$ cat config.mk
export PLATFORM = sky130hd
export DESIGN_NAME = log_record_frame_encoder_flat
export DESIGN_NICKNAME = d
export VERILOG_FILES = /design/src/rtl/lrfe_pkg.sv /design/src/rtl/lrfe_if.sv /design/src/rtl/lrfe_front.sv /design/src/rtl/lrfe_queue.sv /design/src/rtl/lrfe_back.sv /design/src/rtl/log_record_frame_encoder.sv /design/src/flat_wrapper.sv
export SDC_FILE = /design/constraint.sdc
export NUM_CORES = 1
export LEC_CHECK = 0
export BUFFER_PORTS_ARGS = -buffer_cell sky130_fd_sc_hd__buf_2
export CORE_MARGIN = 10
export CORE_UTILIZATION = 35
export DETAILED_ROUTE_END_ITERATION = 16
export PLACE_DENSITY = 0.52
export SYNTH_ARGS = -nofsm -noshare
export SYNTH_HDL_FRONTEND = slang
export SYNTH_SLANG_ARGS = --single-unit
export TNS_END_PERCENT = 100
$ cat constraint.sdc
create_clock -name clk -period 9.45 [get_ports clk]
set_input_delay 1.89 -clock clk [delete_from_list [all_inputs] [get_ports clk]]
set_output_delay 1.89 -clock clk [all_outputs]
set_load 0.1 [all_outputs]
$ cat src/rtl/lrfe_pkg.sv
// Shared types, constants and functions for the log record frame encoder.
// No dependencies; the front, queue, back and top-level files import this package.
package lrfe_pkg;

  // Frame layout
  localparam int unsigned LEN_BYTES     = 4;
  localparam int unsigned PAYLOAD_BYTES = 25;
  localparam int unsigned CRC_BYTES     = 4;
  localparam int unsigned FRAME_BYTES   = LEN_BYTES + PAYLOAD_BYTES + CRC_BYTES;
  localparam int unsigned PAYLOAD_W     = PAYLOAD_BYTES * 8;
  localparam int unsigned IDX_W         = $clog2(FRAME_BYTES);

  // Payload type byte and CRC-32 (reflected) constants
  localparam logic [7:0]  TYPE_BYTE = 8'h04;
  localparam logic [31:0] CRC_POLY  = 32'hEDB8_8320;
  localparam logic [31:0] CRC_INIT  = 32'hFFFF_FFFF;

  // Default depth of the queue between front and back
  localparam int unsigned QUEUE_DEPTH_DEF = 2;

  typedef logic [PAYLOAD_W-1:0] payload_t;

  // One payload word plus its valid flag, front/queue/back hand-off
  typedef struct packed {
    logic     valid;
    payload_t data;
  } pl_word_t;

  // Pack record fields into payload order; byte 0 sits in bits [7:0]
  function automatic payload_t pack_payload(
    input logic [63:0] timestamp_ns,
    input logic [15:0] tag_id,
    input logic [31:0] sequence_number,
    input logic [31:0] event_code,
    input logic [31:0] temperature_tenths,
    input logic [15:0] severity_level
  );
    return {severity_level, temperature_tenths, event_code, sequence_number,
            TYPE_BYTE, tag_id, timestamp_ns};
  endfunction

  // Reflected CRC-32 update by one byte, bit at a time
  function automatic logic [31:0] crc_byte(input logic [31:0] crc, input logic [7:0] b);
    logic [31:0] c;
    c = crc ^ {24'h0, b};
    for (int i = 0; i < 8; i++) begin
      c = c[0] ? ((c >> 1) ^ CRC_POLY) : (c >> 1);
    end
    return c;
  endfunction

endpackage

$ cat src/rtl/lrfe_if.sv
// Channel interfaces for the log record frame encoder: record in, frame byte out.
// Depends on nothing; valid/ready handshake, a word moves when both are high.
interface lrfe_in_if;
  logic               valid;
  logic               ready;
  logic [63:0]        timestamp_ns;
  logic [15:0]        tag_id;
  logic [31:0]        sequence_number;
  logic [31:0]        event_code;
  logic signed [31:0] temperature_tenths;
  logic [15:0]        severity_level;

  modport source(output valid, output timestamp_ns, output tag_id,
                 output sequence_number, output event_code,
                 output temperature_tenths, output severity_level, input ready);
  modport sink(input valid, input timestamp_ns, input tag_id,
               input sequence_number, input event_code,
               input temperature_tenths, input severity_level, output ready);
endinterface

interface lrfe_out_if;
  logic       valid;
  logic       ready;
  logic [7:0] frame_byte;
  logic       last_byte;

  modport source(output valid, output frame_byte, output last_byte, input ready);
  modport sink(input valid, input frame_byte, input last_byte, output ready);
endinterface

$ cat src/rtl/lrfe_front.sv
// Front end: accepts record words and packs them into a payload word.
// Depends on lrfe_pkg and lrfe_in_if; feeds lrfe_queue.
module lrfe_front (
  input  logic                clk,
  input  logic                rst_n,
  lrfe_in_if.sink             in_rec,
  output lrfe_pkg::pl_word_t  push,
  input  logic                push_ready
);
  import lrfe_pkg::*;

  logic     stg_valid_r;
  payload_t stg_data_r;

  // Staging register empties whenever the queue takes it
  assign in_rec.ready = !stg_valid_r || push_ready;

  always_ff @(posedge clk) begin
    if (!rst_n) begin
      stg_valid_r <= 1'b0;
    end else if (in_rec.ready) begin
      stg_valid_r <= in_rec.valid;
    end
  end

  // Payload register, no reset needed
  always_ff @(posedge clk) begin
    if (in_rec.valid && in_rec.ready) begin
      stg_data_r <= pack_payload(in_rec.timestamp_ns, in_rec.tag_id,
                                 in_rec.sequence_number, in_rec.event_code,
                                 in_rec.temperature_tenths, in_rec.severity_level);
    end
  end

  assign push.valid = stg_valid_r;
  assign push.data  = stg_data_r;

endmodule

$ cat src/rtl/lrfe_queue.sv
// Short FIFO of payload words between the front and back ends.
// Depends on lrfe_pkg.
module lrfe_queue #(
  parameter int unsigned DEPTH = lrfe_pkg::QUEUE_DEPTH_DEF
) (
  input  logic                clk,
  input  logic                rst_n,
  input  lrfe_pkg::pl_word_t  push,
  output logic                push_ready,
  output lrfe_pkg::pl_word_t  pop,
  input  logic                pop_ready
);
  import lrfe_pkg::*;

  localparam int unsigned PTR_W = (DEPTH > 1) ? $clog2(DEPTH) : 1;
  localparam int unsigned CNT_W = $clog2(DEPTH + 1);

  payload_t           mem_r [DEPTH];
  logic [PTR_W-1:0]   wr_ptr_r;
  logic [PTR_W-1:0]   rd_ptr_r;
  logic [CNT_W-1:0]   count_r;
  logic               do_push;
  logic               do_pop;

  assign push_ready = (count_r != CNT_W'(DEPTH));
  assign pop.valid  = (count_r != '0);
  assign pop.data   = mem_r[rd_ptr_r];
  assign do_push    = push.valid && push_ready;
  assign do_pop     = pop.valid && pop_ready;

  // Pointers and fill count
  always_ff @(posedge clk) begin
    if (!rst_n) begin
      wr_ptr_r <= '0;
      rd_ptr_r <= '0;
      count_r  <= '0;
    end else begin
      if (do_push) begin
        wr_ptr_r <= (wr_ptr_r == PTR_W'(DEPTH - 1)) ? '0 : wr_ptr_r + 1'b1;
      end
      if (do_pop) begin
        rd_ptr_r <= (rd_ptr_r == PTR_W'(DEPTH - 1)) ? '0 : rd_ptr_r + 1'b1;
      end
      if (do_push && !do_pop) begin
        count_r <= count_r + 1'b1;
      end else if (do_pop && !do_push) begin
        count_r <= count_r - 1'b1;
      end
    end
  end

  // Storage
  always_ff @(posedge clk) begin
    if (do_push) begin
      mem_r[wr_ptr_r] <= push.data;
    end
  end

endmodule

$ cat src/rtl/lrfe_back.sv
// Back end: serializes length, payload and CRC-32 bytes of one frame.
// Depends on lrfe_pkg and lrfe_out_if; drains lrfe_queue.
module lrfe_back (
  input  logic                clk,
  input  logic                rst_n,
  input  lrfe_pkg::pl_word_t  pop,
  output logic                pop_ready,
  lrfe_out_if.source          out_frame
);
  import lrfe_pkg::*;

  localparam logic [IDX_W-1:0] PAY_START = IDX_W'(LEN_BYTES);
  localparam logic [IDX_W-1:0] CRC_START = IDX_W'(LEN_BYTES + PAYLOAD_BYTES);
  localparam logic [IDX_W-1:0] LAST_IDX  = IDX_W'(FRAME_BYTES - 1);

  logic             busy_r;
  logic [IDX_W-1:0] idx_r;
  payload_t         pl_r;
  logic [31:0]      crc_r;
  logic             out_valid_r;
  logic [7:0]       out_byte_r;
  logic             out_last_r;

  logic             advance;
  logic             emit;
  logic             at_last;
  logic             in_len;
  logic             in_pay;
  logic [7:0]       byte_nxt;

  // Output register moves when empty or taken
  assign advance   = !out_valid_r || out_frame.ready;
  assign emit      = advance && busy_r;
  assign at_last   = (idx_r == LAST_IDX);
  assign pop_ready = advance && (!busy_r || at_last);

  assign in_len = (idx_r < PAY_START);
  assign in_pay = (idx_r < CRC_START);

  // Byte for the current frame position
  always_comb begin
    if (in_len) begin
      byte_nxt = (idx_r == '0) ? 8'(PAYLOAD_BYTES) : 8'h00;
    end else if (in_pay) begin
      byte_nxt = pl_r[7:0];
    end else begin
      byte_nxt = ~crc_r[7:0];
    end
  end

  // Frame sequencer: position, payload shifter and running CRC
  always_ff @(posedge clk) begin
    if (!rst_n) begin
      busy_r <= 1'b0;
      idx_r  <= '0;
    end else if (pop.valid && pop_ready) begin
      busy_r <= 1'b1;
      idx_r  <= '0;
    end else if (emit) begin
      busy_r <= !at_last;
      idx_r  <= idx_r + 1'b1;
    end
  end

  always_ff @(posedge clk) begin
    if (pop.valid && pop_ready) begin
      pl_r  <= pop.data;
      crc_r <= CRC_INIT;
    end else if (emit && !in_len) begin
      if (in_pay) begin
        pl_r  <= pl_r >> 8;
        crc_r <= crc_byte(crc_r, pl_r[7:0]);
      end else begin
        crc_r <= crc_r >> 8;
      end
    end
  end

  // Output register
  always_ff @(posedge clk) begin
    if (!rst_n) begin
      out_valid_r <= 1'b0;
    end else if (advance) begin
      out_valid_r <= busy_r;
    end
  end

  always_ff @(posedge clk) begin
    if (emit) begin
      out_byte_r <= byte_nxt;
      out_last_r <= at_last;
    end
  end

  assign out_frame.valid      = out_valid_r;
  assign out_frame.frame_byte = out_byte_r;
  assign out_frame.last_byte  = out_last_r;

endmodule

$ cat src/rtl/log_record_frame_encoder.sv
// Top level of the log record frame encoder: front end, queue, back end.
// Depends on lrfe_pkg, lrfe_if, lrfe_front, lrfe_queue and lrfe_back.
//
// Each record word on in_rec becomes a 33-byte frame on out_frame, one byte
// per word: a 4-byte little-endian length (25), the 25-byte payload
// (timestamp, tag, type byte 4, sequence, code, temperature, level, all
// little-endian), then the little-endian reflected CRC-32 of the payload;
// last_byte marks the final CRC byte. The sustained record rate is set by
// the byte-wide output register of the back end, which emits one byte per
// cycle while out_frame.ready is high. Records are taken while an earlier
// frame is still streaming: a staging register and a QUEUE_DEPTH-entry
// queue hold them. A record passes the staging register, the queue and the
// back end's frame sequencer on its way to the output register.
module log_record_frame_encoder #(
  parameter int unsigned QUEUE_DEPTH = lrfe_pkg::QUEUE_DEPTH_DEF
) (
  input  logic        clk,
  input  logic        rst_n,
  lrfe_in_if.sink     in_rec,
  lrfe_out_if.source  out_frame
);
  import lrfe_pkg::*;

  pl_word_t push;
  pl_word_t pop;
  logic     push_ready;
  logic     pop_ready;

  // Accept and pack records
  lrfe_front u_front (
    .clk        (clk),
    .rst_n      (rst_n),
    .in_rec     (in_rec),
    .push       (push),
    .push_ready (push_ready)
  );

  // Decouple front and back
  lrfe_queue #(
    .DEPTH (QUEUE_DEPTH)
  ) u_queue (
    .clk        (clk),
    .rst_n      (rst_n),
    .push       (push),
    .push_ready (push_ready),
    .pop        (pop),
    .pop_ready  (pop_ready)
  );

  // Serialize frames
  lrfe_back u_back (
    .clk       (clk),
    .rst_n     (rst_n),
    .pop       (pop),
    .pop_ready (pop_ready),
    .out_frame (out_frame)
  );

endmodule
$ cat src/flat_wrapper.sv
// flat-port wrapper written by rule: the top's interface ports become plain ports
module log_record_frame_encoder_flat import lrfe_pkg::*;
#(
  parameter int unsigned QUEUE_DEPTH = lrfe_pkg::QUEUE_DEPTH_DEF
)
  (clk, rst_n, in_rec_valid, in_rec_timestamp_ns, in_rec_tag_id, in_rec_sequence_number, in_rec_event_code, in_rec_temperature_tenths, in_rec_severity_level, in_rec_ready, out_frame_valid, out_frame_frame_byte, out_frame_last_byte, out_frame_ready);
  lrfe_in_if in_rec_i ();
  lrfe_out_if out_frame_i ();
  input  logic clk;
  input  logic rst_n;
  input wire logic [$bits(in_rec_i.valid)-1:0] in_rec_valid;
  input wire logic [$bits(in_rec_i.timestamp_ns)-1:0] in_rec_timestamp_ns;
  input wire logic [$bits(in_rec_i.tag_id)-1:0] in_rec_tag_id;
  input wire logic [$bits(in_rec_i.sequence_number)-1:0] in_rec_sequence_number;
  input wire logic [$bits(in_rec_i.event_code)-1:0] in_rec_event_code;
  input wire logic [$bits(in_rec_i.temperature_tenths)-1:0] in_rec_temperature_tenths;
  input wire logic [$bits(in_rec_i.severity_level)-1:0] in_rec_severity_level;
  output wire logic [$bits(in_rec_i.ready)-1:0] in_rec_ready;
  output wire logic [$bits(out_frame_i.valid)-1:0] out_frame_valid;
  output wire logic [$bits(out_frame_i.frame_byte)-1:0] out_frame_frame_byte;
  output wire logic [$bits(out_frame_i.last_byte)-1:0] out_frame_last_byte;
  input wire logic [$bits(out_frame_i.ready)-1:0] out_frame_ready;
  assign in_rec_i.valid = in_rec_valid;
  assign in_rec_i.timestamp_ns = in_rec_timestamp_ns;
  assign in_rec_i.tag_id = in_rec_tag_id;
  assign in_rec_i.sequence_number = in_rec_sequence_number;
  assign in_rec_i.event_code = in_rec_event_code;
  assign in_rec_i.temperature_tenths = in_rec_temperature_tenths;
  assign in_rec_i.severity_level = in_rec_severity_level;
  assign in_rec_ready = in_rec_i.ready;
  assign out_frame_valid = out_frame_i.valid;
  assign out_frame_frame_byte = out_frame_i.frame_byte;
  assign out_frame_last_byte = out_frame_i.last_byte;
  assign out_frame_i.ready = out_frame_ready;
  log_record_frame_encoder #(.QUEUE_DEPTH(QUEUE_DEPTH)) u_core (.clk(clk), .rst_n(rst_n), .in_rec(in_rec_i), .out_frame(out_frame_i));
endmodule
## Word level (Yosys, flattened, before mapping)

Memory sizes are Yosys's and may differ from the RTL's. A register that Yosys moved wholly into a read port is not among the register bits.
Cells that the tools add are included.

- Add/sub/neg operators: 5
- $lt $le $gt $ge: 2
- Eq/ne operators: 2
- Multiplexer cells: 25
- Bitwise logic cells: 11
- Reductions and logical operators: 26

Operators by type and width:

| kind | number |
|---|---|
| two-way mux 200 bit | 3 |
| two-way mux 32 bit | 9 |
| inverter 13 -> 14 bit | 8 |
| XOR 32 x 8 -> 32 bit | 1 |
| two-way mux 8 bit | 2 |
| nonzero test 2 bit | 5 |
| logical AND 1 bit | 8 |
| two-way mux 1 bit | 8 |
| inverter 8 bit | 1 |
| logical NOT 1 bit | 7 |
| adder 6 x 1 -> 6 bit (second input constant) | 1 |
| equality test 6 bit (second input constant) | 1 |
| logical NOT 6 bit | 1 |
| < comparator 6 x 3 -> 1 bit (second input constant) | 1 |
| < comparator 6 x 5 -> 1 bit (second input constant) | 1 |
| two-way mux 5 bit | 1 |
| two-way mux 2 bit | 2 |
| logical OR 1 bit | 3 |
| adder 1 bit (second input constant) | 2 |
| adder 2 x 1 -> 2 bit (second input constant) | 1 |
| inequality test 2 bit (second input constant) | 1 |
| AND reduction 2 bit | 1 |
| OR reduction 2 bit | 1 |
| subtractor 2 x 1 -> 2 bit (second input constant) | 1 |
| inverter 1 bit | 1 |

- Register bits: 446
- Bits in writable memories: 384
- Output and inout port bits: 11
- Memories: 1

Memories:

| name | words | bits a word | rd ports | clocked after Yosys merged registers in | write ports | line | source |
|---|---|---|---|---|---|---|---|
| u_core.u_queue.mem_r | 2 | 192 | 1 | 1 | 1 | lrfe_queue.sv:18 | `payload_t mem_r [DEPTH];` |

## Depth between registers and ports, before layout

- Word-level depth: 18
- Gate-level depth with buffers: 12
- Gate-level depth less buffers: 9

## Hierarchy

Synthesis repeated with hierarchy kept, for this count alone.

- Cell total of the unflattened synthesis: 1,980
- Area total of the unflattened synthesis: 31,798.0 µm²

By module, submodules not included:

| module | instances | cells each | area an instance (µm²) |
|---|---|---|---|
| lrfe_queue | 1 | 646 | 14,746.6 |
| lrfe_back | 1 | 1,126 | 11,153.2 |
| lrfe_front | 1 | 208 | 5,898.2 |

## Worst setup path after synthesis

OpenSTA, ideal clock, no wires.

- Path kind: register -> register
- Start point: reg u_core.u_queue.count_r[0]
- End point: reg u_core.u_queue.wr_ptr_r
- Library setup time: 95 ps
- Arrival: 9,221 ps
- Required time: 9,355 ps
- Setup slack: 133 ps
- Stages on the path, launching flop included: 5
- Cells stage by stage: dfxtp_1 > nand2b_1 > nand2_1 > nor2_1 > o21a_1

- Longest elaborated chain between the ends: 2

RTL lines:

| what | line | source |
|---|---|---|
| from (decl) | lrfe_queue.sv:21 | `logic [CNT_W-1:0] count_r;` |
| from (signal assigned) | lrfe_queue.sv:45 | `count_r <= count_r + 1'b1;` |
| from (signal assigned) | lrfe_queue.sv:47 | `count_r <= count_r - 1'b1;` |
| inequality test 2 bit | lrfe_queue.sv:25 | `assign push_ready = (count_r != CNT_W'(DEPTH));` |
| logical AND 1 bit | lrfe_queue.sv:28 | `assign do_push = push.valid && push_ready;` |
| to (signal assigned) | lrfe_queue.sv:39 | `wr_ptr_r <= (wr_ptr_r == PTR_W'(DEPTH - 1)) ? '0 : wr_ptr_r + 1'b1;` |
| to (decl) | lrfe_queue.sv:19 | `logic [PTR_W-1:0] wr_ptr_r;` |

Every way passes these cells.
A chain may end at the register's enable or synchronous reset.

## Worst setup path after layout

- Start point: in out_frame_ready
- End point: reg u_core.u_back.pl_r[26] (enable)

- Longest elaborated chain between the ends: 5
- Elaborated cells between the ends (all ways): 8
- Those cells by class: 8 x reduce/logical

RTL lines:

| what | line | source |
|---|---|---|
| from (decl) | flat_wrapper.sv:22 | `input wire logic [$bits(out_frame_i.ready)-1:0] out_frame_ready;` |
| logical OR 1 bit (*) | lrfe_back.sv:32 | `assign advance = !out_valid_r \|\| out_frame.ready;` |
| logical AND 1 bit, on equally long branches | lrfe_back.sv:33, lrfe_back.sv:35 |  |
| logical AND 1 bit, on equally long branches | lrfe_back.sv:69, lrfe_back.sv:66 |  |
| nonzero test 2 bit (no line) | - |  |
| AND reduction 2 bit (no line) (*) | - |  |
| to (signal assigned) | lrfe_back.sv:67 | `pl_r <= pop.data;` |
| to (signal assigned) | lrfe_back.sv:71 | `pl_r <= pl_r >> 8;` |
| to (decl) | lrfe_back.sv:18 | `payload_t pl_r;` |

Every way passes the cells marked *; elsewhere a longest branch is shown, timed or not.

==> summary.md <==
| Metric | Value |
|---|---|
| Post-CTS Setup Inserts | `0` |
| Fill count | `7670` |
| Clock sink total | `831` |
| Critical Path AT | `4.73 ns` |
| Cell count after synthesis | `1726` |
| DRC Markers | `0` |
| Number of max-cap violations | `0` |
| Clk buf depth | `3` |
| Routed length per instance | `18.5 um` |
| Synthesized net count | `1925` |
| Final WL | `58900 um` |
| Number of flops mapped to enable cells by yosys | `785` |
| Crit Path Category | `input pin to register` |
| Startpoint Class | `input pin` |
| Post-Syn Area | `0.0302 mm2` |
| Final cycle utilization of the critical path | `0.474` |
| Critical-path maximum fanout | `131` |
| Num ports | `207` |
| Inserted Clock Buffers | `93` |
| CTS tree | `done` |
| Worst relative slew slack | `0.267` |
| Vias per cell | `4.58` |
| CP cell instances | `buf_2 -> nand2b_1 -> o21ai_0 -> a21oi_4 -> inv_8 -> nand2_4 -> buf_12` |
| Share of cells above drive strength 1 | `0.183` |
| # setup viols final | `0` |
| Main combinational cell family by area after synthesis | `multiplexers` |
| Layout Skew | `0.0263 ns` |
| GRT Resource Usage Total | `0.117` |
| Die Wd | `314 um` |
| Share of the synthesized area in the top cell type | `0.782` |
| Synth Area in Simple Gates | `0.0391` |
| FP Rows | `107` |
| Slew @ Worst Pin | `1.10 ns` |
| Worst Hold Class | `register to register` |
| Ys flop type | `edfxtp_1` |
| Worst-path clk slew | `0.06 ns` |
| CP Capture Type | `register` |
| Dpl hpwl | `35400 um` |
| Gp weighted congestion | `0.761` |
| Detail Route Antenna Nets | `0` |
| Tmin final | `4.48 ns` |
| Final Slew Violations | `0` |
| Leakage | `0.0123 uW` |
| Final hold vios | `0` |
| Resized Gates After CTS | `0` |
| RSZ-0062 raised after global routing | `false` |
| Req. time, crit path | `9.71 ns` |
| Post-synthesis compound-gate area fraction | `0.0460` |
| Dpl ws | `4.25 ns` |
| Pwr Total | `11400 uW` |
| Drt first pass iters | `4` |
| CP max-delay cell | `nand2_4` |
| CTS H-Tree Depth | `3` |
| F_max | `223 MHz` |
| Initial antenna violation count | `5` |
| Post-synth cell types | `44` |
| Multi-input gate area | `0.00534 mm2` |
| Core area | `0.0853 mm2` |
| CTS Root Cell | `clkbuf_16` |
| Vias | `14600` |
| Cell with the most instances after synthesis | `edfxtp_1` |
| Crit-path leading delay family | `simple AND/OR/NAND/NOR gates` |
| First-pass GRT wire length | `89900 um` |
| Post-Synth Adder-Cell Area | `0.00124` |
| Max stage delay on crit path | `0.85 ns` |
| Outcome | `complete, no violations` |
| Hold_buf cts | `0` |
| Synth-to-Final Area Change | `17.5%` |
| Power Density | `320 mW/mm2` |
| YS warnings | `0` |
| Largest net degree at the start of global routing | `205` |
| Die H | `314 um` |
| I/O Buffers | `206` |
| Post-synthesis xor/xnor area fraction | `0.0258` |
| # nets final | `2161` |
| WP buf/inv | `3` |
| Fraction of registers with async set/reset | `0` |
| Initial core utilization | `0.354` |
| Synth Area per Inst | `17.5 um2` |
| Dominant cells by area after synthesis | `edfxtp_1 (78%), mux2i_1 (6.4%), dfxtp_1 (3.1%)` |
| Post-synthesis mux area share | `0.0640` |
| Gr ovfl total | `0` |
| Initial DRC count | `1012` |
| Seq cells post-synth | `831` |
| Die area | `0.0983 mm2` |
| FF+latch area | `0.0245 mm2` |
| Synth area leader | `edfxtp_1` |
| Setup_tns | `0 ns` |
| Peak VDD IR | `260 uV` |
| Vias in the first global route | `15200` |
| Final worst slack | `4.97 ns` |
| Skew-Pair Late Insertion Delay | `0.65 ns` |
| Synth cell count leaders | `edfxtp_1 (785), nand2_1 (223), mux2i_1 (193)` |
| Sequential-to-total area share from yosys stat | `0.812` |
## area by class of cell
type                            instances  share of cell area
Tap cell                             1144              0.0404
Antenna cell                            1           0.0000706
Clock buffer                          117              0.0688
Timing Repair Buffer                  221              0.0333
Clock inverter                         52              0.0149
Multi-Input combinational cell        808               0.151
Sequential cell                       831               0.691
Inverter                                7            0.000953
## cells in the final DEF, fill, tap and decap left out, types with 12 or more instances in the layout
master     count
buf_2        206
o21ai_0       59
clkinv_1      18
a21oi_1       14
mux2i_1      193
dfxtp_1       45
xnor2_1       33
buf_4         12
xor2_1        23
o211ai_1      18
clkinv_2      13
clkbuf_16     94
nand2_1      222
o21ai_1      136
edfxtp_1     785
and2_1        13
nor2_1        33
clkbuf_1      23
## where the power goes
group | total (uW) | internal (uW) | switching (uW)
clock network | 3480 | 2050 | 1420
registers | 5340 | 5070 | 274
logic | 2530 | 871 | 1660
total | 11400 | 8000 | 3360
## worst register-to-register path, cell delays in order (launching register included)
cell and delay (ns):
dfxtp_1 0.38, nor3_2 0.23, nand3_1 0.20, a21oi_4 0.40
inv_8 0.27, nand2_4 0.97, buf_12 0.60
## per-layer routing
metal	track usage	part of all wire	wire, um
met1	0.156	0.46	26900
met2	0.186	0.46	27300
met3	0.0322	0.057	3360
met4	0.0365	0.023	1370
met5	0	0.00032	19
## logic make-up (layout without fill, tap and decap cells)
| family | Yosys count | after routing |
|---|---|---|
| flip-flops | 831 | 831 |
| AND/OR/NAND/NOR | 291 | 291 |
| AO/OA/AOI/OAI | 250 | 250 |
| buffers and inverters | 87 | 397 |
| XOR/XNOR | 71 | 71 |
| adder cells (fa/ha/maj) | 3 | 3 |
| other | 0 | 1 |
| multiplexers | 193 | 193 |
## flip-flops by register name (all words and copies together) (netlist names), named ones only
| signal | flops |
|---|---|
| u_core.u_back.crc_r | 32 |
| u_core.u_back.out_frame.frame_byte | 8 |
| u_core.u_back.pl_r | 200 |
| u_core.u_back.idx_r | 6 |
| u_core.u_queue.mem_r | 384 |
| u_core.u_back.busy_r | 1 |
| u_core.u_front.stg_valid_r | 1 |
| u_core.u_back.out_frame.last_byte | 1 |
| u_core.u_back.out_frame.valid | 1 |
| u_core.u_front.stg_data_r | 192 |
| u_core.u_queue.rd_ptr_r | 1 |
| u_core.u_queue.wr_ptr_r | 1 |
| u_core.u_queue.count_r | 2 |
## worst paths after layout
kind | from | endpoint | slack, ns | cells after the start
max | out_frame_ready | u_core.u_back.pl_r[26]$_DFFE_PP_ | 4.97 | 7
min | u_core.u_front.stg_data_r[189]$_DFFE_PP_ | u_core.u_queue.mem_r[0][181]$_DFFE_PP_ | 0.44 | 0
min reg2reg | u_core.u_front.stg_data_r[189]$_DFFE_PP_ | u_core.u_queue.mem_r[0][181]$_DFFE_PP_ | 0.44 | 0
max reg2reg | u_core.u_back.idx_r[2]$_SDFFE_PP0P_ | u_core.u_back.pl_r[26]$_DFFE_PP_ | 5.81 | 6
## stage by stage
| step | instances | util | hold WS [ns] | cell area (um2) |
|---|---|---|---|---|
| 2_1_floorplan | 1726 | - | 0.421 | 30200 |
| 3_3_place_gp | 3011 | 0.381 | 0.427 | 32500 |
| 3_5_place_dp | 3011 | 0.381 | 0.429 | 32500 |
| 4_1_cts | 3180 | 0.416 | 0.439 | 35400 |
| 5_1_grt | 3180 | 0.416 | 0.453 | 35400 |
| 6_report | 3181 | 0.416 | 0.436 | 35400 |
No activity file was read; power rests on OpenSTA's default activity.
